### config.mk
export PLATFORM = sky130hd
export DESIGN_NAME = cbm_ctrl
export DESIGN_NICKNAME = d
export VERILOG_FILES = /design/src/design/cbm_pkg.sv /design/src/design/cbm_ctrl.sv
export VERILOG_INCLUDE_DIRS = /design/src /design/src/design
export SDC_FILE = /design/constraint.sdc
export NUM_CORES = 1
export LEC_CHECK = 0
export ABC_CLOCK_PERIOD_IN_PS = 1700
export BUFFER_PORTS_ARGS = -buffer_cell sky130_fd_sc_hd__buf_2
export CORE_ASPECT_RATIO = 1.5
export CORE_MARGIN = 2
export CORE_UTILIZATION = 29
export DETAILED_ROUTE_END_ITERATION = 7
export PLACE_DENSITY = 0.64
export SLEW_MARGIN = 0
export SYNTH_ARGS = -nofsm -noshare
export SYNTH_HDL_FRONTEND = slang
export SYNTH_SLANG_ARGS = --single-unit
### constraint.sdc
create_clock -name clk -period 1.7 [get_ports clk]
set_input_delay 0.255 -clock clk [delete_from_list [all_inputs] [get_ports clk]]
set_output_delay 0.255 -clock clk [all_outputs]
set_load 0.02 [all_outputs]
### src/design/cartridge_bank_mapper_macros.svh
// Assertion macros shared by the cartridge bank mapper modules.
// Depends on nothing; included by the modules that carry assertions.
`ifndef CARTRIDGE_BANK_MAPPER_MACROS_SVH
`define CARTRIDGE_BANK_MAPPER_MACROS_SVH

// Consequent must hold in the same cycle as the antecedent.
`define CBM_ASSERT_IMP(lbl, ck, rst_n, pre, post) \
	lbl: assert property (@(posedge ck) disable iff (!rst_n) (pre) |-> (post)) \
		else $error("cartridge_bank_mapper: same-cycle check failed");

// Consequent must hold in the cycle after the antecedent.
`define CBM_ASSERT_NXT(lbl, ck, rst_n, pre, post) \
	lbl: assert property (@(posedge ck) disable iff (!rst_n) (pre) |=> (post)) \
		else $error("cartridge_bank_mapper: next-cycle check failed");

`endif

### src/design/cbm_pkg.sv
// Types, constants and helper functions of the cartridge bank mapper.
// Depends on nothing; used by every file of the block but the macros header.
package cbm_pkg;

	localparam int RAM_BANK_BYTES_DEF = 8192;
	localparam int MAX_RAM_BANKS_DEF  = 4;

	localparam int ROM_OFF_W   = 14;
	localparam int ROM_BANK_W  = 7;
	localparam int ROM_ADDR_W  = ROM_OFF_W + ROM_BANK_W;
	localparam int CFG_INDEX_W = 1;
	localparam int CFG_DATA_W  = 8;

	localparam int OQ_DEPTH = 3;
	localparam int OQ_PTR_W = $clog2(OQ_DEPTH);
	localparam int OQ_CNT_W = $clog2(OQ_DEPTH + 1);

	localparam logic [CFG_INDEX_W-1:0] REG_ROM_BANK_COUNT = 1'b0;
	localparam logic [CFG_INDEX_W-1:0] REG_RAM_BANK_COUNT = 1'b1;

	localparam logic [1:0] SEL_RAM_ENABLE = 2'b00;
	localparam logic [1:0] SEL_ROM_LOW    = 2'b01;
	localparam logic [1:0] SEL_UPPER      = 2'b10;
	localparam logic [1:0] SEL_MODE       = 2'b11;

	localparam logic [3:0] RAM_EN_KEY  = 4'hA;
	localparam logic [7:0] ERR_BYTE    = 8'hFF;
	localparam logic [2:0] RAM_WINDOW  = 3'b101;
	localparam logic [7:0] ROM_CNT_RST = 8'd2;

	typedef enum logic [1:0] {
		ST_OK       = 2'd0,
		ST_RAM_OFF  = 2'd1,
		ST_BAD_ADDR = 2'd2,
		ST_NO_RAM   = 2'd3
	} status_t;

	typedef struct packed {
		logic [7:0]            read_data;
		logic                  rom_fetch;
		logic [ROM_ADDR_W-1:0] rom_address;
		status_t               status;
	} res_t;

	typedef struct packed {
		logic       we;
		logic       re;
		logic [7:0] wdata;
	} mem_req_t;

	// Reduces a RAM bank number below the number of banks fitted.
	function automatic logic [1:0] bank_mod(input logic [1:0] v, input logic [2:0] m);
		logic [1:0] r;
		r = v;
		for (int i = 0; i < 3; i++) begin
			if ({1'b0, r} >= m) begin
				r = r - m[1:0];
			end
		end
		return r;
	endfunction

endpackage

### src/design/cbm_ctrl.sv
// Bank registers, configuration registers and access decode of the bank mapper.
// Depends on cbm_pkg and the assertion macros header.
`include "cartridge_bank_mapper_macros.svh"

module cbm_ctrl #(
	parameter int RAM_BANK_BYTES = cbm_pkg::RAM_BANK_BYTES_DEF,
	parameter int MAX_RAM_BANKS  = cbm_pkg::MAX_RAM_BANKS_DEF,
	parameter int AW             = 15
) (
	input  logic                            clk,
	input  logic                            arst_n,
	input  logic                            cfg_fire,
	input  logic [cbm_pkg::CFG_INDEX_W-1:0] cfg_index,
	input  logic [cbm_pkg::CFG_DATA_W-1:0]  cfg_data,
	input  logic                            in_fire,
	input  logic                            command,
	input  logic [15:0]                     address,
	input  logic [7:0]                      write_value,
	output cbm_pkg::mem_req_t               mem_req,
	output logic [AW-1:0]                   mem_index,
	output cbm_pkg::res_t                   res_s1,
	output logic                            use_mem_s1,
	output logic                            v_s1
);

	localparam logic [13:0] RB1 = 14'(RAM_BANK_BYTES);
	localparam logic [13:0] RB2 = 14'(2 * RAM_BANK_BYTES);

	logic [7:0] rom_bank_count_q;
	logic [2:0] ram_bank_count_q;
	logic [3:0] ram_enable_q;
	logic [4:0] rom_low_q;
	logic [1:0] upper_q;
	logic       mode_q;

	logic                               is_rom;
	logic                               is_ram;
	logic [cbm_pkg::ROM_BANK_W-1:0]     mask;
	logic [cbm_pkg::ROM_BANK_W-1:0]     high;
	logic [4:0]                         low_m;
	logic [4:0]                         low_nz;
	logic [cbm_pkg::ROM_BANK_W-1:0]     bank;
	logic [1:0]                         ram_bank;
	logic [13:0]                        off0;
	logic [13:0]                        off1;
	logic [13:0]                        off2;
	cbm_pkg::res_t                      res_d;
	logic                               use_mem_d;

	assign is_rom = !address[15];
	assign is_ram = (address[15:13] == cbm_pkg::RAM_WINDOW);
	assign mask   = cbm_pkg::ROM_BANK_W'(rom_bank_count_q - 8'd1);
	assign high   = {upper_q, 5'b0} & mask;
	assign low_m  = rom_low_q & mask[4:0];
	assign low_nz = (low_m == 5'd0) ? 5'd1 : low_m;
	assign bank   = address[14] ? ({2'b0, low_nz} | high)
	                            : (mode_q ? high : '0);

	assign ram_bank = mode_q ? cbm_pkg::bank_mod(upper_q & 2'(ram_bank_count_q - 3'd1),
	                                             3'(MAX_RAM_BANKS))
	                         : 2'd0;
	assign off0 = {1'b0, address[12:0]};
	assign off1 = (off0 >= RB2) ? off0 - RB2 : off0;
	assign off2 = (off1 >= RB1) ? off1 - RB1 : off1;
	assign mem_index = AW'(int'(ram_bank) * RAM_BANK_BYTES + int'(off2));

	always_comb begin
		res_d         = '{read_data: '0, rom_fetch: 1'b0, rom_address: '0,
		                  status: cbm_pkg::ST_OK};
		mem_req       = '{we: 1'b0, re: 1'b0, wdata: write_value};
		use_mem_d     = 1'b0;
		if (is_rom) begin
			if (!command) begin
				res_d.rom_fetch   = 1'b1;
				res_d.rom_address = {bank, address[cbm_pkg::ROM_OFF_W-1:0]};
			end
		end else if (is_ram) begin
			if (ram_enable_q != cbm_pkg::RAM_EN_KEY) begin
				res_d.status    = cbm_pkg::ST_RAM_OFF;
				res_d.read_data = cbm_pkg::ERR_BYTE;
			end else if (ram_bank_count_q == 3'd0) begin
				res_d.status    = cbm_pkg::ST_NO_RAM;
				res_d.read_data = cbm_pkg::ERR_BYTE;
			end else if (command) begin
				mem_req.we = 1'b1;
			end else begin
				mem_req.re = 1'b1;
				use_mem_d  = 1'b1;
			end
		end else begin
			res_d.status    = cbm_pkg::ST_BAD_ADDR;
			res_d.read_data = cbm_pkg::ERR_BYTE;
		end
	end

	always_ff @(posedge clk or negedge arst_n) begin
		if (!arst_n) begin
			rom_bank_count_q <= cbm_pkg::ROM_CNT_RST;
			ram_bank_count_q <= '0;
			ram_enable_q     <= '0;
			rom_low_q        <= '0;
			upper_q          <= '0;
			mode_q           <= 1'b0;
			v_s1             <= 1'b0;
		end else begin
			v_s1 <= in_fire;
			if (cfg_fire) begin
				case (cfg_index)
					cbm_pkg::REG_ROM_BANK_COUNT: rom_bank_count_q <= cfg_data;
					cbm_pkg::REG_RAM_BANK_COUNT: ram_bank_count_q <= cfg_data[2:0];
					default: ;
				endcase
			end
			if (in_fire && is_rom && command) begin
				case (address[14:13])
					cbm_pkg::SEL_RAM_ENABLE: ram_enable_q <= write_value[3:0];
					cbm_pkg::SEL_ROM_LOW:    rom_low_q    <= write_value[4:0];
					cbm_pkg::SEL_UPPER:      upper_q      <= write_value[1:0];
					cbm_pkg::SEL_MODE:       mode_q       <= write_value[0];
					default: ;
				endcase
			end
		end
	end

	always_ff @(posedge clk) begin
		if (in_fire) begin
			res_s1     <= res_d;
			use_mem_s1 <= use_mem_d;
		end
	end

	`CBM_ASSERT_IMP(a_fetch_is_ok, clk, arst_n, v_s1 && res_s1.rom_fetch, res_s1.status == cbm_pkg::ST_OK)
	`CBM_ASSERT_IMP(a_mem_read_clean, clk, arst_n, v_s1 && use_mem_s1, !res_s1.rom_fetch && res_s1.status == cbm_pkg::ST_OK)
	`CBM_ASSERT_IMP(a_one_mem_op, clk, arst_n, 1'b1, !(mem_req.we && mem_req.re))

endmodule

* Word level (Yosys, flattened, before mapping)
Index checks and enable logic that the tools add are counted.
Operators by class: add/subtract/negate cells 4, $lt $le $gt $ge 1, equal/unequal tests 5, mux-type cells 18, bitwise operators 7, reductions and logical operators 15
Operators with widths (number):
- $mux 8 | 3
- $mux 22 | 1
- $mux 2 | 8
- $add 15x14->15 | 1
- $ge 13x14->1 const B | 1
- $mux 14 | 1
- $mux 7 | 2
- $reduce_and 2->1 | 7
- $sub 13x14->14 const B | 1
- $and 7x7->7 | 1
- $or 5x7->7 | 1
- $sub 7x1->7 const B | 1
- $and 5x5->5 | 1
- $logic_not 5->1 | 1
- $mux 5 | 1
- $eq 2x2->1 const B | 2
- $ne 4x4->1 const B | 1
- $reduce_or 4->1 | 1
- $eq 3x3->1 const B | 1
- $logic_not 3->1 | 1
- $not 1->1 | 3
- $and 2x2->2 | 1
- $eq 2x1->1 const B | 1
- $logic_and 1x1->1 | 2
- other kinds (5) | 6
Word-level totals: flip-flop bits (word level) 56, input bits 38, output and inout port bits 59, logic and storage cells 63

* Depth between registers and ports, before layout
word-level depth 7, depth in mapped cells 6, mapped depth without buffers 6

* Least setup slack after synthesis
OpenSTA, ideal clock, no wires.
path type reg-to-reg, from register rom_bank_count_q[0], to register res_s1[16] (netlist name), data pin, library setup time 0.260 ns, arrival time 1.372 ns, path slack 0.068 ns, cell stages (with the launch flop) 7, buffers on the path 0, clock period less this slack 1.632 ns, path through dfrtp_1 > inv_1 > ha_1 > nor3b_1 > mux2_2 > o2111ai_1 > a21oi_1
Between the ends: word-level cells in the longest chain between the ends 6
Ends and longest elaborated chain:
- start: declaration | line cbm_ctrl.sv:29 | logic [7:0] rom_bank_count_q;
- start signal: assignment | line cbm_ctrl.sv:98 | rom_bank_count_q <= cbm_pkg::ROM_CNT_RST;
- start signal: assignment | line cbm_ctrl.sv:109 | cbm_pkg::REG_ROM_BANK_COUNT: rom_bank_count_q <= cfg_data;
- $sub 7x1->7 * | line cbm_ctrl.sv:52 | assign mask = cbm_pkg::ROM_BANK_W'(rom_bank_count_q - 8'd1);
- $and 5x5->5 | line cbm_ctrl.sv:54 | assign low_m = rom_low_q & mask[4:0];
- $logic_not 5->1 | line cbm_ctrl.sv:55 | assign low_nz = (low_m == 5'd0) ? 5'd1 : low_m;
- $mux 5 | line cbm_ctrl.sv:55
- $or 5x7->7 | line cbm_ctrl.sv:56 | assign bank = address[14] ? ({2'b0, low_nz} | high)
- $mux 7 * | line cbm_ctrl.sv:56
- end signal: assignment | line cbm_ctrl.sv:128 | res_s1 <= res_d;
- end: declaration | line cbm_ctrl.sv:21 | output cbm_pkg::res_t res_s1,
Mark *: on every way between the ends. The rest lies on a longest branch, timed or not. A chain may end at the register's enable or synchronous reset.

==> parameters.txt <==
Parameter                              Value

Critical path
  Kind of capture point of the worst setup path    primary output
  Worst setup SP type    flip-flop
  Slack of the worst reg-to-reg path    around 0.060 ns
  Crit path capture    mem_req[9]
  Worst r2r dst    res_s1[16]
  Source of the worst register-to-register timing path    rom_bank_count_q[1]
  Worst r2r path cells    6
  Worst path required time    1.44 ns
  Critical setup path kind    reg2out
  Data arrival, critical path    1.42 ns
  Critical path fanouts, max    3
  Critical path launch point    ram_bank_count_q[1]

Clock network
  H-Tree Level Count    2
  CTS tree    done
  TritonCTS Buffers    5
  CTS root buf    clkbuf_16
  Worst-path clk slew    0.07 ns
  TritonCTS sink count    49
  Worst-Skew Late Latency    a little under 0.3 ns
  Clock tree buffer depth    2

Cells and area
  End-of-flow core utilization    just under 40%
  Area Growth Syn to Fin    32.7%
  Ant diodes    0
  Nets    297
  Share of cells above drive strength 1    around 57%
  Post-layout instance area    approximately 3000 sq um

Place
  RD Place Congestion    slightly above 0.7
  Cell Area, Placed    ~2700 sq um
  Placement Setup Slack    around 0.048 ns
  HPWL after DPL    between 3 and 4 mm
  Total of buffers placed on input and output ports    89

STA
  Count of pins over their slew limit    0
  Final worst path period share    between 90% and 100%
  Final period demand of the worst path    about 1.7 ns
  Final number of hold-violating endpoints    0
  Worst clock skew    just under 0.003 ns
  Total Negative Setup Slacks    0 ns
  Worst-case setup margin in the final layout    0.0238 ns
  Final setup violation count    0
  Maximum achievable frequency    between 500 and 600 MHz
  Actual slew at the worst max-slew pin    a little over 0.5 ns
  Rel. slew slack    about two thirds
  Unrepaired setup endpoints after global routing    true

Floorplan
  Total die area    around 8600 sq um
  Floorplan row count    39
  Width of the chip    approximately 76 um
  Initial core utilization    approximately 30%
  Height of the chip    between 100 and 150 um
  Count of boundary I/O pins    97
  Core Box Area    around 7600 sq um

GRT
  Combined global-route utilization of all metal layers    10.9%
  Pin count of the biggest net entering global routing    28
  Initial antenna violation count    0
  Total global routing overflow    0
  Wire length of the first global-routing pass    just over 7 mm
  Number of global-route vias before repair    ~1,500

Logic synthesis
  Number of unique standard cell types used by synthesis    33
  Multiplexer share of the synthesized area    between 10% and 20%
  Flop and latch count out of synthesis    49
  Post-synthesis compound-gate area fraction    between 2 and 3%
  Mean instance size in the synthesized netlist    12.8 sq um
  Combinational family with the most area after synthesis    simple AND/OR/NAND/NOR gates
  Warnings from Yosys    0
  Area fraction in and, or, nand and nor cells after synthesis    roughly 14%
  Xor-xnor portion of the synthesized cell area    roughly 1.2%
  Adder-cell share of the synthesized area    1.10%
  Sequential area share after synthesis    roughly three fifths
  Cell Area, Synth    roughly 2300 sq um
  Cells after synthesis    around 180
  Number of nets produced by synthesis    217

Pwr
  Overall Power    between 3 and 4 mW
  Worst supply voltage drop on vdd    0.412 mV
  Static leakage    1.35 nW
  Power density over cell area    around 1100 nW/um^2

Drt
  WL final    ~4.5 mm
  Post-detailed-route via-to-cell ratio    roughly 4.2
  Via total after detailed routing    about 1,500
  Post-route ant nets    0
  Detailed Routing Iterations Pass 1    4
  Drt initial violations    55
  # DRC    0
  Avg WL per Cell    ~12 um

Job
  Number of maximum-capacitance constraint violations    0

Outcome
  Run status    complete, no violations

Hold path
  Type of the worst min-delay path    in2reg
metrics by stage:
| stage | instances | hold WS [ns] |
|---|---|---|
| 6_report | 360 | 0.198 |
| 5_1_grt | 360 | 0.200 |
| 4_1_cts | 358 | 0.192 |
| 3_5_place_dp | 342 | 0.262 |
| 3_3_place_gp | 342 | 0.258 |
| 2_1_floorplan | 177 | -0.0406 |
power breakdown:
part           internal, mW  switching, mW  leakage [nW]
clock                 0.696          0.425        0.0800
sequential             1.40         0.0922         0.531
combinational         0.303          0.307         0.740
flip-flops by register name, indices dropped and copies added, names as in the netlist:
register,flops
res_s1,25
rom_bank_count_q,7
rom_low_q,5
use_mem_s1,1
upper_q,2
mode_q,1
ram_bank_count_q,3
ram_enable_q,4
v_s1,1
critical path, stage by stage (launching register included):
cell and delay [ns]:
dfrtp_1 0.36, inv_2 0.05, ha_4 0.16, nand2b_4 0.06
nor2b_4 0.17, nand3_4 0.11, nor2_4 0.10, buf_6 0.12
cell type report:
class | count | area, sq um
clock buffers | 5 | 125
clock inverters | 3 | 46.3
fillers | 751 | 4600
inverters | 6 | 22.5
multi-input cells | 91 | 764
flip-flops and latches | 49 | 1360
well taps | 102 | 128
repair buffers | 104 | 573
cells by family (layout without fill, tap and decap cells):
family | after synthesis | count (layout)
AO/OA/AOI/OAI | 10 | 10
XOR/XNOR | 3 | 3
adder cells (fa/ha/maj) | 2 | 2
buffers and inverters | 37 | 118
flip-flops | 49 | 49
multiplexers | 20 | 20
AND/OR/NAND/NOR | 56 | 56
cells in the mapped netlist:
cell type | instances | area share [%]
a21boi_0 | 1 | 0.33
a21oi_1 | 1 | 0.22
and2_1 | 14 | 3.9
and2_2 | 1 | 0.33
and2_4 | 1 | 0.39
and2b_1 | 1 | 0.33
and3_1 | 1 | 0.28
and3b_1 | 2 | 0.77
buf_2 | 1 | 0.22
buf_4 | 28 | 9.2
buf_6 | 1 | 0.50
clkbuf_1 | 1 | 0.16
dfrtp_1 | 22 | 24
dfstp_2 | 1 | 1.2
edfxtp_1 | 26 | 34
ha_1 | 2 | 1.1
inv_1 | 6 | 0.99
mux2_2 | 16 | 7.9
mux2_4 | 4 | 2.6
nand2_1 | 11 | 1.8
nand2b_1 | 2 | 0.55
nand3_1 | 3 | 0.66
nand3b_1 | 1 | 0.33
nand4bb_1 | 1 | 0.50
nor2_1 | 10 | 1.7
nor2b_1 | 2 | 0.55
nor3_1 | 2 | 0.44
nor3b_1 | 3 | 0.99
nor4_1 | 1 | 0.28
o2111ai_1 | 1 | 0.39
o21ai_0 | 6 | 1.3
o31a_1 | 1 | 0.39
xor2_1 | 3 | 1.2
how the worst min path moves through the flow:
stage | slack [ns] | cells after the start | to | from
2_1_floorplan | -0.04 | 0 | mode_q | arst_n
3_3_place_gp | 0.26 | 1 | rom_bank_count_q[4] | arst_n
3_5_place_dp | 0.26 | 1 | rom_bank_count_q[2] | arst_n
4_1_cts | 0.19 | 2 | rom_bank_count_q[6] | cfg_data[6]
5_1_grt | 0.20 | 2 | rom_bank_count_q[4] | cfg_data[4]
6_report | 0.20 | 2 | rom_bank_count_q[6] | cfg_data[6]
placed cells by master (no fill, tap or decap), drive strengths merged:
cell,n
clkbuf,5
dfrtp,22
nand2b,2
dlygate4sd3,1
edfxtp,26
o31a,1
and2,16
mux2,20
nand3,3
bufinv,1
and3,1
nor2b,2
and3b,2
nand3b,1
clkinv,1
nor2,10
o2111ai,1
nand2,11
dfstp,1
and2b,1
inv,6
ha,2
clkinvlp,1
nor4,1
nor3,2
nor3b,3
nand4bb,1
a21boi,1
a21oi,1
o21ai,6
buf,103
xor2,3
per-layer routing:
layer  up-vias  routed length [um]  GRT usage, %
met4         0                  60          4.36
met1       711                1700          11.9
li1        735                   -             -
met3         6                 259          2.49
met2        54                2450          20.2
met5         -                   0             0
timing repair:
action	CTS	global route
endpoints found under the hold margin	22	0
gates resized for setup	7	18
buffers inserted	7	2
endpoints found under the setup margin	2	4
gates cloned	0	0
hold buffers	1	0
pin swaps	3	2
Power figures use the tool's default switching activity.
