## src/design/cartridge_bank_mapper_macros.svh

```systemverilog
// Assertion macros shared by the cartridge bank mapper modules.
// Depends on nothing; included by the modules that carry assertions.
`ifndef CARTRIDGE_BANK_MAPPER_MACROS_SVH
`define CARTRIDGE_BANK_MAPPER_MACROS_SVH

// Consequent must hold in the same cycle as the antecedent.
`define CBM_ASSERT_IMP(lbl, ck, rst_n, pre, post) \
	lbl: assert property (@(posedge ck) disable iff (!rst_n) (pre) |-> (post)) \
		else $error("cartridge_bank_mapper: same-cycle check failed");

// Consequent must hold in the cycle after the antecedent.
`define CBM_ASSERT_NXT(lbl, ck, rst_n, pre, post) \
	lbl: assert property (@(posedge ck) disable iff (!rst_n) (pre) |=> (post)) \
		else $error("cartridge_bank_mapper: next-cycle check failed");

`endif

```

## src/design/cbm_pkg.sv

```systemverilog
// Types, constants and helper functions of the cartridge bank mapper.
// Depends on nothing; used by every file of the block but the macros header.
package cbm_pkg;

	localparam int RAM_BANK_BYTES_DEF = 8192;
	localparam int MAX_RAM_BANKS_DEF  = 4;

	localparam int ROM_OFF_W   = 14;
	localparam int ROM_BANK_W  = 7;
	localparam int ROM_ADDR_W  = ROM_OFF_W + ROM_BANK_W;
	localparam int CFG_INDEX_W = 1;
	localparam int CFG_DATA_W  = 8;

	localparam int OQ_DEPTH = 3;
	localparam int OQ_PTR_W = $clog2(OQ_DEPTH);
	localparam int OQ_CNT_W = $clog2(OQ_DEPTH + 1);

	localparam logic [CFG_INDEX_W-1:0] REG_ROM_BANK_COUNT = 1'b0;
	localparam logic [CFG_INDEX_W-1:0] REG_RAM_BANK_COUNT = 1'b1;

	localparam logic [1:0] SEL_RAM_ENABLE = 2'b00;
	localparam logic [1:0] SEL_ROM_LOW    = 2'b01;
	localparam logic [1:0] SEL_UPPER      = 2'b10;
	localparam logic [1:0] SEL_MODE       = 2'b11;

	localparam logic [3:0] RAM_EN_KEY  = 4'hA;
	localparam logic [7:0] ERR_BYTE    = 8'hFF;
	localparam logic [2:0] RAM_WINDOW  = 3'b101;
	localparam logic [7:0] ROM_CNT_RST = 8'd2;

	typedef enum logic [1:0] {
		ST_OK       = 2'd0,
		ST_RAM_OFF  = 2'd1,
		ST_BAD_ADDR = 2'd2,
		ST_NO_RAM   = 2'd3
	} status_t;

	typedef struct packed {
		logic [7:0]            read_data;
		logic                  rom_fetch;
		logic [ROM_ADDR_W-1:0] rom_address;
		status_t               status;
	} res_t;

	typedef struct packed {
		logic       we;
		logic       re;
		logic [7:0] wdata;
	} mem_req_t;

	// Reduces a RAM bank number below the number of banks fitted.
	function automatic logic [1:0] bank_mod(input logic [1:0] v, input logic [2:0] m);
		logic [1:0] r;
		r = v;
		for (int i = 0; i < 3; i++) begin
			if ({1'b0, r} >= m) begin
				r = r - m[1:0];
			end
		end
		return r;
	endfunction

endpackage

```

## src/design/cbm_outq.sv

```systemverilog
// Three-entry result queue that decouples the bus side from the result consumer.
// Depends on cbm_pkg and the assertion macros header.
`include "cartridge_bank_mapper_macros.svh"

module cbm_outq (
	input  logic                         clk,
	input  logic                         arst_n,
	input  logic                         push,
	input  cbm_pkg::res_t                push_data,
	input  logic                         pop,
	output logic                         head_valid,
	output cbm_pkg::res_t                head,
	output logic [cbm_pkg::OQ_CNT_W-1:0] count
);

	localparam logic [cbm_pkg::OQ_PTR_W-1:0] LAST_PTR = cbm_pkg::OQ_PTR_W'(cbm_pkg::OQ_DEPTH - 1);
	localparam logic [cbm_pkg::OQ_CNT_W-1:0] FULL     = cbm_pkg::OQ_CNT_W'(cbm_pkg::OQ_DEPTH);

	cbm_pkg::res_t                ent_q [cbm_pkg::OQ_DEPTH];
	logic [cbm_pkg::OQ_PTR_W-1:0] wr_ptr_q;
	logic [cbm_pkg::OQ_PTR_W-1:0] rd_ptr_q;
	logic [cbm_pkg::OQ_CNT_W-1:0] count_q;

	assign count      = count_q;
	assign head_valid = (count_q != '0);
	assign head       = ent_q[rd_ptr_q];

	always_ff @(posedge clk or negedge arst_n) begin
		if (!arst_n) begin
			wr_ptr_q <= '0;
			rd_ptr_q <= '0;
			count_q  <= '0;
		end else begin
			if (push) begin
				wr_ptr_q <= (wr_ptr_q == LAST_PTR) ? '0 : wr_ptr_q + 1'b1;
			end
			if (pop) begin
				rd_ptr_q <= (rd_ptr_q == LAST_PTR) ? '0 : rd_ptr_q + 1'b1;
			end
			if (push && !pop) begin
				count_q <= count_q + 1'b1;
			end else if (pop && !push) begin
				count_q <= count_q - 1'b1;
			end
		end
	end

	always_ff @(posedge clk) begin
		if (push) begin
			ent_q[wr_ptr_q] <= push_data;
		end
	end

	`CBM_ASSERT_IMP(a_no_overflow, clk, arst_n, push, count_q != FULL || pop)
	`CBM_ASSERT_IMP(a_no_underflow, clk, arst_n, pop, count_q != '0)
	`CBM_ASSERT_NXT(a_ptrs_track_count, clk, arst_n, count_q == '0 && !push, wr_ptr_q == rd_ptr_q)

endmodule

```

## config.mk

```make
export PLATFORM = sky130hd
export DESIGN_NAME = cbm_outq
export DESIGN_NICKNAME = d
export VERILOG_FILES = /design/src/design/cbm_pkg.sv /design/src/design/cbm_outq.sv
export VERILOG_INCLUDE_DIRS = /design/src /design/src/design
export SDC_FILE = /design/constraint.sdc
export NUM_CORES = 1
export LEC_CHECK = 0
export ABC_AREA = 1
export BUFFER_PORTS_ARGS = -buffer_cell sky130_fd_sc_hd__buf_2
export CORE_MARGIN = 2
export CORE_UTILIZATION = 35
export CTS_CLUSTER_DIAMETER = 60
export DETAILED_ROUTE_END_ITERATION = 7
export PLACE_DENSITY = 0.67
export SYNTH_ARGS = -nofsm -noshare
export SYNTH_HDL_FRONTEND = slang
export SYNTH_SLANG_ARGS = --single-unit
```

## constraint.sdc

```tcl
create_clock -name clk -period 5.55 [get_ports clk]
set_input_delay 0.2775 -clock clk [delete_from_list [all_inputs] [get_ports clk]]
set_output_delay 0.2775 -clock clk [all_outputs]
set_load 0.005 [all_outputs]
```

# After elaboration in Yosys (flattened, before gate mapping)
# Memory sizes are Yosys's and may differ from the RTL's.
# Cells that the tools add are included.
word_totals:
  ramBits: 96
  ff_bits: 6
  in_bits: 36
  n_memories: 1
  output_inout_bits: 35
op_classes:
  n_eq_ne: 2
  n_reduce_logical: 6
  n_addsub: 4
  n_mux: 6
memory_table:
  columns: ["name", "depth", "word_bits", "rd", "rd_ports_with_merged_regs", "write_ports", "line_no", "rtl"]
  rows:
  - ["ent_q", 3, 32, 1, 0, 1, "cbm_outq.sv:19", "cbm_pkg::res_t ent_q [cbm_pkg::OQ_DEPTH];"]
op_table:
  columns: ["cell", "count"]
  rows:
  - ["2-to-1 mux 2 bit", 4]
  - ["adder 2 x 1 -> 2 bit (second input constant)", 3]
  - ["equality test 2 bit (second input constant)", 2]
  - ["nonzero test 2 bit", 2]
  - ["logical AND 1 bit", 2]
  - ["zero test 1 bit", 2]
  - ["2-to-1 mux 1 bit", 2]
  - ["subtractor 2 x 1 -> 2 bit (second input constant)", 1]

# Longest topological paths before layout
# Gate-level depths: netlist (run 1).
logic_depth:
  depth_word: 4
  depth_mapped: 7

# Least setup slack after synthesis (run 1)
# No wires, ideal clock.
synth_path:
  kind: "reg2reg"
  start: "register wr_ptr_q[0] (netlist bit)"
  end: "memory ent_q[2][0] (netlist bit), enable pin"
  stages_incl_launch_ff: 4
  path_slack_ns: 3.286
  period_less_slack_ns: 2.264
  arrival_time_ns: 1.843
  cell_sequence: "dfrtp_1 inv_1 nand2_1 nor2_1"
synth_rtl:
  columns: ["element", "line_no", "rtl"]
  rows:
  - ["start: declaration", "cbm_outq.sv:20", "logic [cbm_pkg::OQ_PTR_W-1:0] wr_ptr_q;"]
  - ["start signal: assignment", "cbm_outq.sv:35", "wr_ptr_q <= (wr_ptr_q == LAST_PTR) ? '0 : wr_ptr_q + 1'b1;"]
  - ["end: declaration", "cbm_outq.sv:19", null]
# No word-level cell before the write port.

==> run_results.csv, run 1 <==
group,metric,value,unit
worst_setup_path,worst_r2r_startpoint,"wr_ptr_q[1]$_DFFE_PN0P_",
worst_setup_path,startpoint,"rd_ptr_q[1]$_DFFE_PN0P_",
logic_synthesis,yosys.area_share.simple,0.1603,
detailed_routing,detailedRoute.firstIterationViolations,105,
detailed_routing,drt.antenna.violating_nets,0,
sta,maxSlewHeadroom,0.3515,
global_routing,grtUsageTotal,0.1344,
outcome,outcome,"complete, no violations",
global_routing,grt_first_pass_wirelength,11570,um
layout,layout.cells.most_common_list,"106 x nand2_1, 96 x edfxtp_1, 70 x buf_2, 35 x nand3_1",
worst_hold_path,min_delay_worst_endpoint,"ent_q[2][7]$_DFFE_PP_",
sta,timing_worst_slew_pin_value,970.4,ps
logic_synthesis,post_synth_xor_area_fraction,0.002319,
power,worst_ir_drop_vdd,144.2,uV
detailed_routing,drt_pass1_iterations,4,
logic_synthesis,ys_seq_elements,102,
die,num_rows,37,
worst_hold_path,min-delay-path-class,"in -> reg",
logic_synthesis,synth_top_cell_area_share,0.7632,
power,power_leakage,1.732,nW
layout,finalCoreUtilization,0.4274,
die,fp.dieW,107.9,um
logic_synthesis,post_synth_instance_area,0.003777,sq mm
clock_tree,cts_num_sinks,102,
sta,final.period_utilization,0.4506,
logic_synthesis,post_synth_main_area_contributors,"edfxtp_1 76%, nand2_1 11%, nand3_1 4.6%",
layout,drive_gt1_frac,0.2642,
global_routing,number_of_antenna_violations_at_the_first_check_in_global_routing,0,
worst_setup_path,crit_family,"simple AND/OR/NAND/NOR gates",
sta,report.final.setup_viol,0,
global_routing,grt_max_degree,34,
power,finalPower,2.027,mW
logic_synthesis,synth-compound-area-share,0.003975,
clock_tree,cts_tree,"built",
die,fp.dieH,107.9,um
placed_design,buffer_ports.inserted,70,
die,effective_utilization_at_floorplan,0.3626,
detailed_routing,drc_errors,0,
die,die_area,0.01164,sq mm
clock_tree,h-tree-depth,3,
sta,max_freq,399.9,MHz
worst_setup_path,critPathArrivalTime,2220,ps
clock_tree,clock_latency_at_the_later_pin_of_the_worst_skew_pair,360,ps
worst_setup_path,worst_setup_path_end_kind,"primary output",
logic_synthesis,synthesis.instances,272,
worst_setup_path,critPathLaunchType,"flop",
worst_hold_path,holdPathStages,1,
global_routing,overflow,0,
sta,finalMaxSlewViolations,0,
logic_synthesis,yosys-mux-area-fraction,0,
sta,setup_repair_after_global_routing_missed_its_margin,"no",
sta,fin_setup_tns,0,ps
die,ioPinCount,71,
logic_synthesis,yosysSeqAreaShare,0.8029,
worst_setup_path,critPathRequiredTime,5270,ps
worst_setup_path,cpMaxStageDelayCell,"nor2_4",
layout,final_common_cell,"nand2_1",
layout,ff_latch_area,0.003033,sq mm
global_routing,first_global_vias,2295,
worst_hold_path,hp-start,"push_data[7]",
clock_tree,clock-root-buffer,"clkbuf_8",
worst_setup_path,crit_type,"reg -> out",
detailed_routing,routed_wl,7250,um
clock_tree,cts-root-to-sink-buffers,2,
sta,final-hold-violation-count,0,
sta,clock_skew,12.72,ps
layout,insertedDiodeCount,0,
logic_synthesis,synth_fa_ha_area_frac,0.003312,
worst_setup_path,timing.critical_path.buf_inv,2,
logic_synthesis,syn_avg_cell_area,13.89,sq um
job,cap_viol_max_count,0,
detailed_routing,route.vias.total,2245,
die,placeableCoreArea,0.01042,sq mm
clock_tree,cts_buffers,9,
layout,multi_input_comb_area,649.4,sq um
worst_setup_path,timing.critical_path.cells,"buf_4 > nor2_4 > nand2_1 > nand3_1 > buf_2",
detailed_routing,routed_wire_length_per_instance,14.86,um
placed_design,routabilityCongestion,0.6879,
layout,fillers,981,
logic_synthesis,ys_types,15,
worst_setup_path,critPathMaxFanout,33,
worst_setup_path,ff2ff_path_depth,4,
clock_tree,ctsResizeCount,0,
clock_tree,clkSlewWorstSetupHoldPaths,100,ps
logic_synthesis,warnings_synthesis,0,
logic_synthesis,synthesis.nets,309,
layout,nets,384,
layout,area_delta_synth_final,17.85,%
logic_synthesis,yosys.area.top_type,"edfxtp_1",
detailed_routing,per_cell_via_count_in_the_routed_design,4.600,
worst_setup_path,ff_to_ff_setup_slack,3690,ps
worst_setup_path,critPathMaxStageDelay,640,ps
worst_setup_path,regToRegEndpoint,"ent_q[1][19]$_DFFE_PP_",
placed_design,detailed_place_hpwl,4650,um
logic_synthesis,synth_top_family_by_area,"simple AND/OR/NAND/NOR gates",
power,power_per_cell_area,455.4,mW/mm^2
sta,period_needed,2501,ps
## power by group
| group | switching (mW) | total, mW | leakage, nW | internal (mW) |
|---|---|---|---|---|
| clock network | 0.257 | 0.425 | 0.0866 | 0.168 |
| registers | 0.0422 | 1.03 | 0.960 | 0.988 |
| logic | 0.367 | 0.572 | 0.686 | 0.205 |
| total | 0.666 | 2.03 | 1.73 | 1.36 |
## cell families after synthesis
group	count (synthesis)
simple gates	145
flops	102
buf+inv	20
compound gates	3
xor+xnor	1
fa+ha+maj	1
## cell type report
type | instances | share of cell area
Tap cell | 136 | 0.03822
Multi-Input combinational cell | 150 | 0.1459
Sequential cell | 102 | 0.6813
Timing Repair Buffer | 74 | 0.08600
Inverter | 10 | 0.008432
Clock inverter | 7 | 0.01237
Clock buffer | 9 | 0.02782
## what timing repair did
action / CTS / global route
setup buffers: 0 / 0
hold buffers: 1 / 0
hold endpoints to repair: 6 / 0
## metrics by stage
stage / worst slack [ps] / area, sq um / hold slack [ps] / cells
4_1_cts: 2963 / 4452 / 94.65 / 488
3_5_place_dp: 3374 / 4263 / 112.9 / 471
3_3_place_gp: 3436 / 4263 / 111.3 / 471
6_report: 3049 / 4452 / 110.4 / 488
5_1_grt: 2771 / 4452 / 93.36 / 488
2_1_floorplan: 3286 / 3777 / -18.09 / 272
## worst max path at each step
| stage | endpoint | slack, ps | depth (start not counted) |
|---|---|---|---|
| 2_1_floorplan | ent_q[2][0]$_DFFE_PP_ | 3290 | 3 |
| 3_3_place_gp | head[0] | 3440 | 5 |
| 3_5_place_dp | head[0] | 3370 | 5 |
| 4_1_cts | head[28] | 2960 | 5 |
| 5_1_grt | head[9] | 2770 | 5 |
| 6_report | head[12] | 3050 | 5 |
## cell usage after synthesis
| library cell | instances |
|---|---|
| buf_2 | 4 |
| buf_4 | 6 |
| dfrtp_1 | 6 |
| edfxtp_1 | 96 |
| ha_1 | 1 |
| inv_1 | 9 |
| inv_2 | 1 |
| nand2_1 | 106 |
| nand3_1 | 35 |
| nand4_1 | 1 |
| nor2_1 | 1 |
| nor2_4 | 2 |
| o21ai_0 | 2 |
| o21ai_1 | 1 |
| xnor2_1 | 1 |
## worst register-to-register path, stage by stage, from the launching register on
cell,delay (ps)
dfrtp_1,370
inv_1,140
nand3_1,100
inv_1,540
buf_4,400
## sequential cells by signal, summed over array words and instances (netlist names)
register  flops
wr_ptr_q      2
rd_ptr_q      2
count         2
ent_q        96
## routing by layer
metal  global-route usage  up-vias  wire, um
li1                     -     1094         -
met5                    0        -         0
met2               0.2269       63      3725
met3              0.03753        2       425
met4              0.04670        0        25
met1               0.1655     1086      3074
No activity file was read; power rests on OpenSTA's default activity.
==> run 2, diff against run 1 <==
PLACE_DENSITY = 0.69   (was 0.67)
clock period = 2.1 ns   (was 5.55 ns; I/O delays follow)
==> run 2 against run 1 <==
Hold slack worse by 69 ps. Routed wire length increased by 5.4%. Count of clock-buffer cells in the layout stayed put. Clock power rose to 2.9 times the previous value. Critical path type unchanged. Design area is 9.8% higher. First-iteration DRC count shrank 10%. Highest routed layer unchanged. Largest cell class unchanged. Non-clock buffer count grew 42. Largest power group unchanged. Register-to-register slack got worse by 3100 ps. Sequential power rose to 2.6 times the previous value. Sequential share of layout area is 6.1 points lower.
==> run_results.csv, run 2 (synthesis results as in run 1) <==
group,metric,value,unit
layout,registers.top_by_ff_count,"ent_q",
power,worst_ir_drop_vdd,495.5,uV
clock_tree,h-tree-depth,3,
power,netSwitchingFraction,0.3193,
detailed_routing,drt_pass1_iterations,4,
power,power_switching,1.801,mW
die,ioPinCount,71,
sta,fin_setup_tns,0,ps
clock_tree,cts_num_sinks,102,
placed_design,detailed_place_hpwl,4962,um
layout,largest_register_ff_count,96,
detailed_routing,route.vias.total,2392,
placed_design,routabilityCongestion,0.7033,
placed_design,post-place-ws,550.2,ps
detailed_routing,per_cell_via_count_in_the_routed_design,4.513,
power,power_per_cell_area,1154,mW/mm^2
worst_setup_path,critPathArrivalTime,1790,ps
power,p_clk_frac,0.222,
layout,stdcell_count,530,
layout,layout.cells.most_common_list,"106 x nand2_1, 96 x edfxtp_1, 70 x buf_2, 35 x nand3_1, 34 x dlygate4sd3_1",
power,internal_power,3.841,mW
sta,post-route-worst-setup-slack,209.3,ps
layout,final_common_cell,"nand2_1",
sta,final.period_utilization,0.9003,
die,placeableCoreArea,0.01042,sq mm
clock_tree,cts-root-to-sink-buffers,2,
placed_design,buffer_ports.inserted,70,
clock_tree,ctsResizeCount,0,
layout,area_delta_synth_final,29.41,%
sta,hold_slack,41.57,ps
global_routing,grt_first_pass_wirelength,11940,um
global_routing,first_global_vias,2422,
clock_tree,cts_post_setup_buffers_inserted,0,
sta,finalMaxSlewViolations,0,
global_routing,grtUsageTotal,0.1381,
layout,fillers,950,
worst_setup_path,critPathMaxFanout,16,
clock_tree,cts_tree,"built",
sta,timing_worst_slew_pin_value,484.3,ps
global_routing,grt_max_degree,23,
power,comb_power_share,0.297,
layout,insertedDiodeCount,0,
detailed_routing,drt.antenna.violating_nets,0,
placed_design,dpl.cell_count,480,
worst_setup_path,critPathRequiredTime,2000,ps
sta,clock_skew,12.53,ps
worst_hold_path,min-delay-path-class,"in -> reg",
power,power_leakage,1.938,nW
die,effective_utilization_at_floorplan,0.3626,
die,fp.dieW,107.9,um
global_routing,overflow,0,
detailed_routing,routed_wl,7642,um
outcome,outcome,"complete, no violations",
detailed_routing,routed_wire_length_per_instance,14.42,um
clock_tree,clkSlewWorstSetupHoldPaths,90,ps
sta,report.final.setup_viol,0,
power,seqPwrFrac,0.481,
detailed_routing,detailedRoute.firstIterationViolations,94,
worst_setup_path,worst_setup_path_end_kind,"primary output",
die,num_rows,37,
layout,nets,426,
placed_design,placed_inst_area,0.004343,sq mm
layout,finish.instance_area,0.004888,sq mm
job,cap_viol_max_count,0,
sta,max_freq,528.9,MHz
clock_tree,clock_latency_at_the_later_pin_of_the_worst_skew_pair,360,ps
die,fp.dieH,107.9,um
worst_setup_path,critPathLaunchType,"flop",
sta,maxSlewHeadroom,0.6764,
global_routing,number_of_antenna_violations_at_the_first_check_in_global_routing,0,
worst_setup_path,crit_type,"reg -> out",
sta,setup_repair_after_global_routing_missed_its_margin,"no",
layout,drive_gt1_frac,0.2589,
sta,final-hold-violation-count,0,
clock_tree,clock-root-buffer,"clkbuf_8",
sta,period_needed,1891,ps
clock_tree,cts_buffers,9,
die,die_area,0.01164,sq mm
detailed_routing,drc_errors,0,
run 2: cell count changes in the layout (fill, tap and decap cells not counted):
cell / previous run / this run
buf_12: 0 / 1
buf_4: 3 / 11
bufinv_16: 0 / 1
clkinv_4: 1 / 3
clkinvlp_4: 2 / 0
dlygate4sd3_1: 1 / 34
inv_6: 3 / 1
inv_8: 0 / 1
run 2: final timing paths:
path | from | to | slack [ps] | depth (start not counted)
worst max-delay path | rd_ptr_q[1]$_DFFE_PN0P_ | head[21] | 210 | 5
worst min-delay path | push | wr_ptr_q[0]$_DFFE_PN0P_ | 40 | 2
worst max register to register | wr_ptr_q[0]$_DFFE_PN0P_ | ent_q[2][0]$_DFFE_PP_ | 600 | 4
worst min register to register | count[0]$_DFFE_PN0P_ | count[0]$_DFFE_PN0P_ | 530 | 1
max in group asynchronous | arst_n | wr_ptr_q[0]$_DFFE_PN0P_ | 1830 | 2
min in group asynchronous | arst_n | wr_ptr_q[1]$_DFFE_PN0P_ | 120 | 2
run 2: through the flow:
stage,power (mW),util
detailed placement,4.442,0.4169
global route,6.006,0.4693
floorplan,3.656,-
finish,5.642,0.4693
global placement,4.402,0.4169
CTS,5.731,0.4693
run 2: final cells by class:
type	instances	area [sq um]	share of cell area
Inverter	10	37.54	0.007679
Multi-Input combinational cell	150	649.4	0.1328
Sequential cell	102	3033	0.6204
Clock inverter	7	81.33	0.01664
Tap cell	136	170.2	0.03481
Clock buffer	9	123.9	0.02534
Timing Repair Buffer	116	793.3	0.1623
run 2: power by group through the flow:
stage          registers, mW  logic [mW]  clock network, mW
2_1_floorplan           2.74       0.917                  0
3_3_place_gp            2.75        1.65                  0
3_5_place_dp            2.77        1.68                  0
4_1_cts                 2.72        1.73               1.28
5_1_grt                 2.75        1.90               1.36
6_report                2.72        1.68               1.25
run 2: repair_timing:
action / 4_1_cts / 5_1_grt
endpoints found under the setup margin: 0 / 0
hold endpoints to repair: 103 / 0
hold buffers: 34 / 0
run 2: per-layer routing:
layer	global-route usage	vias to the layer above	part of all wire
li1	-	1176	-
met1	0.1626	1150	0.44
met2	0.2462	58	0.51
met3	0.02966	8	0.040
met4	0.05220	0	0.0099
met5	0	-	0
run 2: critical path, cell delays in order (launching register included):
cell and delay, ps:
dfrtp_1 470, nor2_4 400, buf_4 270, nand2_1 70, nand3_1 100, buf_2 120
==> run 3, diff against run 2 <==
CTS_BUF_LIST = sky130_fd_sc_hd__clkbuf_16   (was unset)
==> run 3 against run 2 <==
First-iteration DRC count rose by 7.4%. Non-clock buffer count did not move. Worst setup slack improved by 15 ps. Cell count did not move. Sequential share of layout area fell by 1.3 points. Largest power group unchanged. Core utilization rose by 0.97 points. Die area did not move. Highest routed layer unchanged. Design area rose by 2.1%. Clock skew fell by 4.4 ps. Total power rose by 7.5%.
==> run_results.csv, run 3 (synthesis results as in run 1) <==
group,metric,value,unit
outcome,outcome,"complete, no violations",
detailed_routing,drc_errors,0,
die,die_area,0.01164,sq mm
sta,maxSlewHeadroom,0.6787,
worst_setup_path,critPathArrivalTime,1770,ps
sta,finalMaxSlewViolations,0,
job,cap_viol_max_count,0,
placed_design,detailed_place_hpwl,4962,um
sta,final.period_utilization,0.8932,
placed_design,buffer_ports.inserted,70,
die,fp.dieH,107.9,um
sta,period_needed,1876,ps
detailed_routing,routed_wire_length_per_instance,14.39,um
layout,area_delta_synth_final,32.10,%
clock_tree,ctsResizeCount,0,
placed_design,routabilityCongestion,0.7033,
global_routing,first_global_vias,2410,
global_routing,grtUsageTotal,0.1392,
worst_hold_path,min-delay-path-class,"in -> reg",
die,fp.dieW,107.9,um
global_routing,number_of_antenna_violations_at_the_first_check_in_global_routing,0,
clock_tree,clock_latency_at_the_later_pin_of_the_worst_skew_pair,330,ps
sta,hold_slack,65.06,ps
power,netSwitchingFraction,0.3048,
die,effective_utilization_at_floorplan,0.3626,
detailed_routing,per_cell_via_count_in_the_routed_design,4.585,
clock_tree,clock-root-buffer,"clkbuf_16",
worst_setup_path,worst_setup_path_end_kind,"primary output",
power,internal_power,4.216,mW
worst_setup_path,critPathRequiredTime,2000,ps
die,ioPinCount,71,
sta,timing_worst_slew_pin_value,480.8,ps
power,power_switching,1.848,mW
layout,nets,426,
clock_tree,cts_buffers,9,
detailed_routing,detailedRoute.firstIterationViolations,101,
power,worst_ir_drop_vdd,476.6,uV
power,seqPwrFrac,0.448,
detailed_routing,drt_pass1_iterations,4,
clock_tree,cts-root-to-sink-buffers,2,
power,power_per_cell_area,1215,mW/mm^2
power,power_leakage,1.984,nW
layout,largest_register_ff_count,96,
layout,fillers,934,
detailed_routing,drt.antenna.violating_nets,0,
layout,layout.cells.most_common_list,"106 x nand2_1, 96 x edfxtp_1, 70 x buf_2, 35 x nand3_1, 34 x dlygate4sd3_1",
clock_tree,cts_post_setup_buffers_inserted,0,
detailed_routing,routed_wl,7625,um
worst_setup_path,critPathLaunchType,"flop",
clock_tree,cts.hold.buffers_added,34,
layout,final_common_cell,"nand2_1",
sta,max_freq,533.1,MHz
layout,multi_input_comb_area,649.4,sq um
clock_tree,clkSlewWorstSetupHoldPaths,60,ps
layout,ff_latch_area,0.003033,sq mm
layout,registers.top_by_ff_count,"ent_q",
sta,setup_repair_after_global_routing_missed_its_margin,"no",
sta,clock_skew,8.093,ps
die,placeableCoreArea,0.01042,sq mm
sta,final-hold-violation-count,0,
sta,fin_setup_tns,0,ps
clock_tree,cts_num_sinks,102,
global_routing,overflow,0,
clock_tree,cts_tree,"built",
power,p_clk_frac,0.275,
clock_tree,h-tree-depth,3,
global_routing,grt_max_degree,23,
power,finalPower,6.064,mW
die,num_rows,37,
worst_setup_path,crit_type,"reg -> out",
power,comb_power_share,0.277,
global_routing,grt_first_pass_wirelength,12050,um
layout,insertedDiodeCount,0,
worst_setup_path,critPathMaxFanout,16,
layout,drive_gt1_frac,0.2589,
detailed_routing,route.vias.total,2430,
sta,report.final.setup_viol,0,
-- run 3: area by class of cell --
type | instances | share of cell area
clock buffer | 9 | 0.04514
sequential | 102 | 0.6078
tap | 136 | 0.03410
inverter | 10 | 0.007523
timing repair buffer | 116 | 0.1590
multi-input combinational | 150 | 0.1301
clock inverter | 7 | 0.01630
-- run 3: layer usage --
metal	global-route usage	part of all wire	vias up
met2	0.2475	0.52	50
met1	0.1670	0.44	1194
li1	-	-	1180
met3	0.04056	0.035	6
met5	0	0	-
met4	0.03022	0.0071	0
-- run 3: stage by stage --
stage	setup slack, ps	cells	cell area, sq um	utilization
finish	224.3	530	4990	0.4790
global route	118.2	530	4990	0.4790
CTS	185.6	530	4990	0.4790
detailed placement	550.2	480	4343	0.4169
global placement	589.5	480	4343	0.4169
floorplan	372.5	272	3780	-
-- run 3: path summary, 6_finish.rpt --
check / depth (start not counted) / endpoint / slack [ps] / start
max: 5 / head[26] / 220 / rd_ptr_q[1]$_DFFE_PN0P_
min: 2 / wr_ptr_q[0]$_DFFE_PN0P_ / 70 / push
max reg2reg: 4 / ent_q[2][0]$_DFFE_PP_ / 610 / wr_ptr_q[0]$_DFFE_PN0P_
min reg2reg: 1 / count[0]$_DFFE_PN0P_ / 520 / count[0]$_DFFE_PN0P_
max in group asynchronous: 2 / wr_ptr_q[0]$_DFFE_PN0P_ / 1800 / arst_n
min in group asynchronous: 2 / wr_ptr_q[1]$_DFFE_PN0P_ / 150 / arst_n
-- run 3: worst max-delay path: stages, from the launching register on --
cell     delay (ps)
dfrtp_1         460
nor2_4          400
buf_4           270
nand2_1          70
nand3_1         110
buf_2           130
-- run 3: power groups by stage --
stage	registers [mW]	clock network, mW	logic [mW]
after CTS	2.72	1.71	1.73
after detailed placement	2.77	0	1.68
after floorplan	2.74	0	0.917
after global routing	2.75	1.81	1.90
after global placement	2.75	0	1.65
final	2.72	1.67	1.68
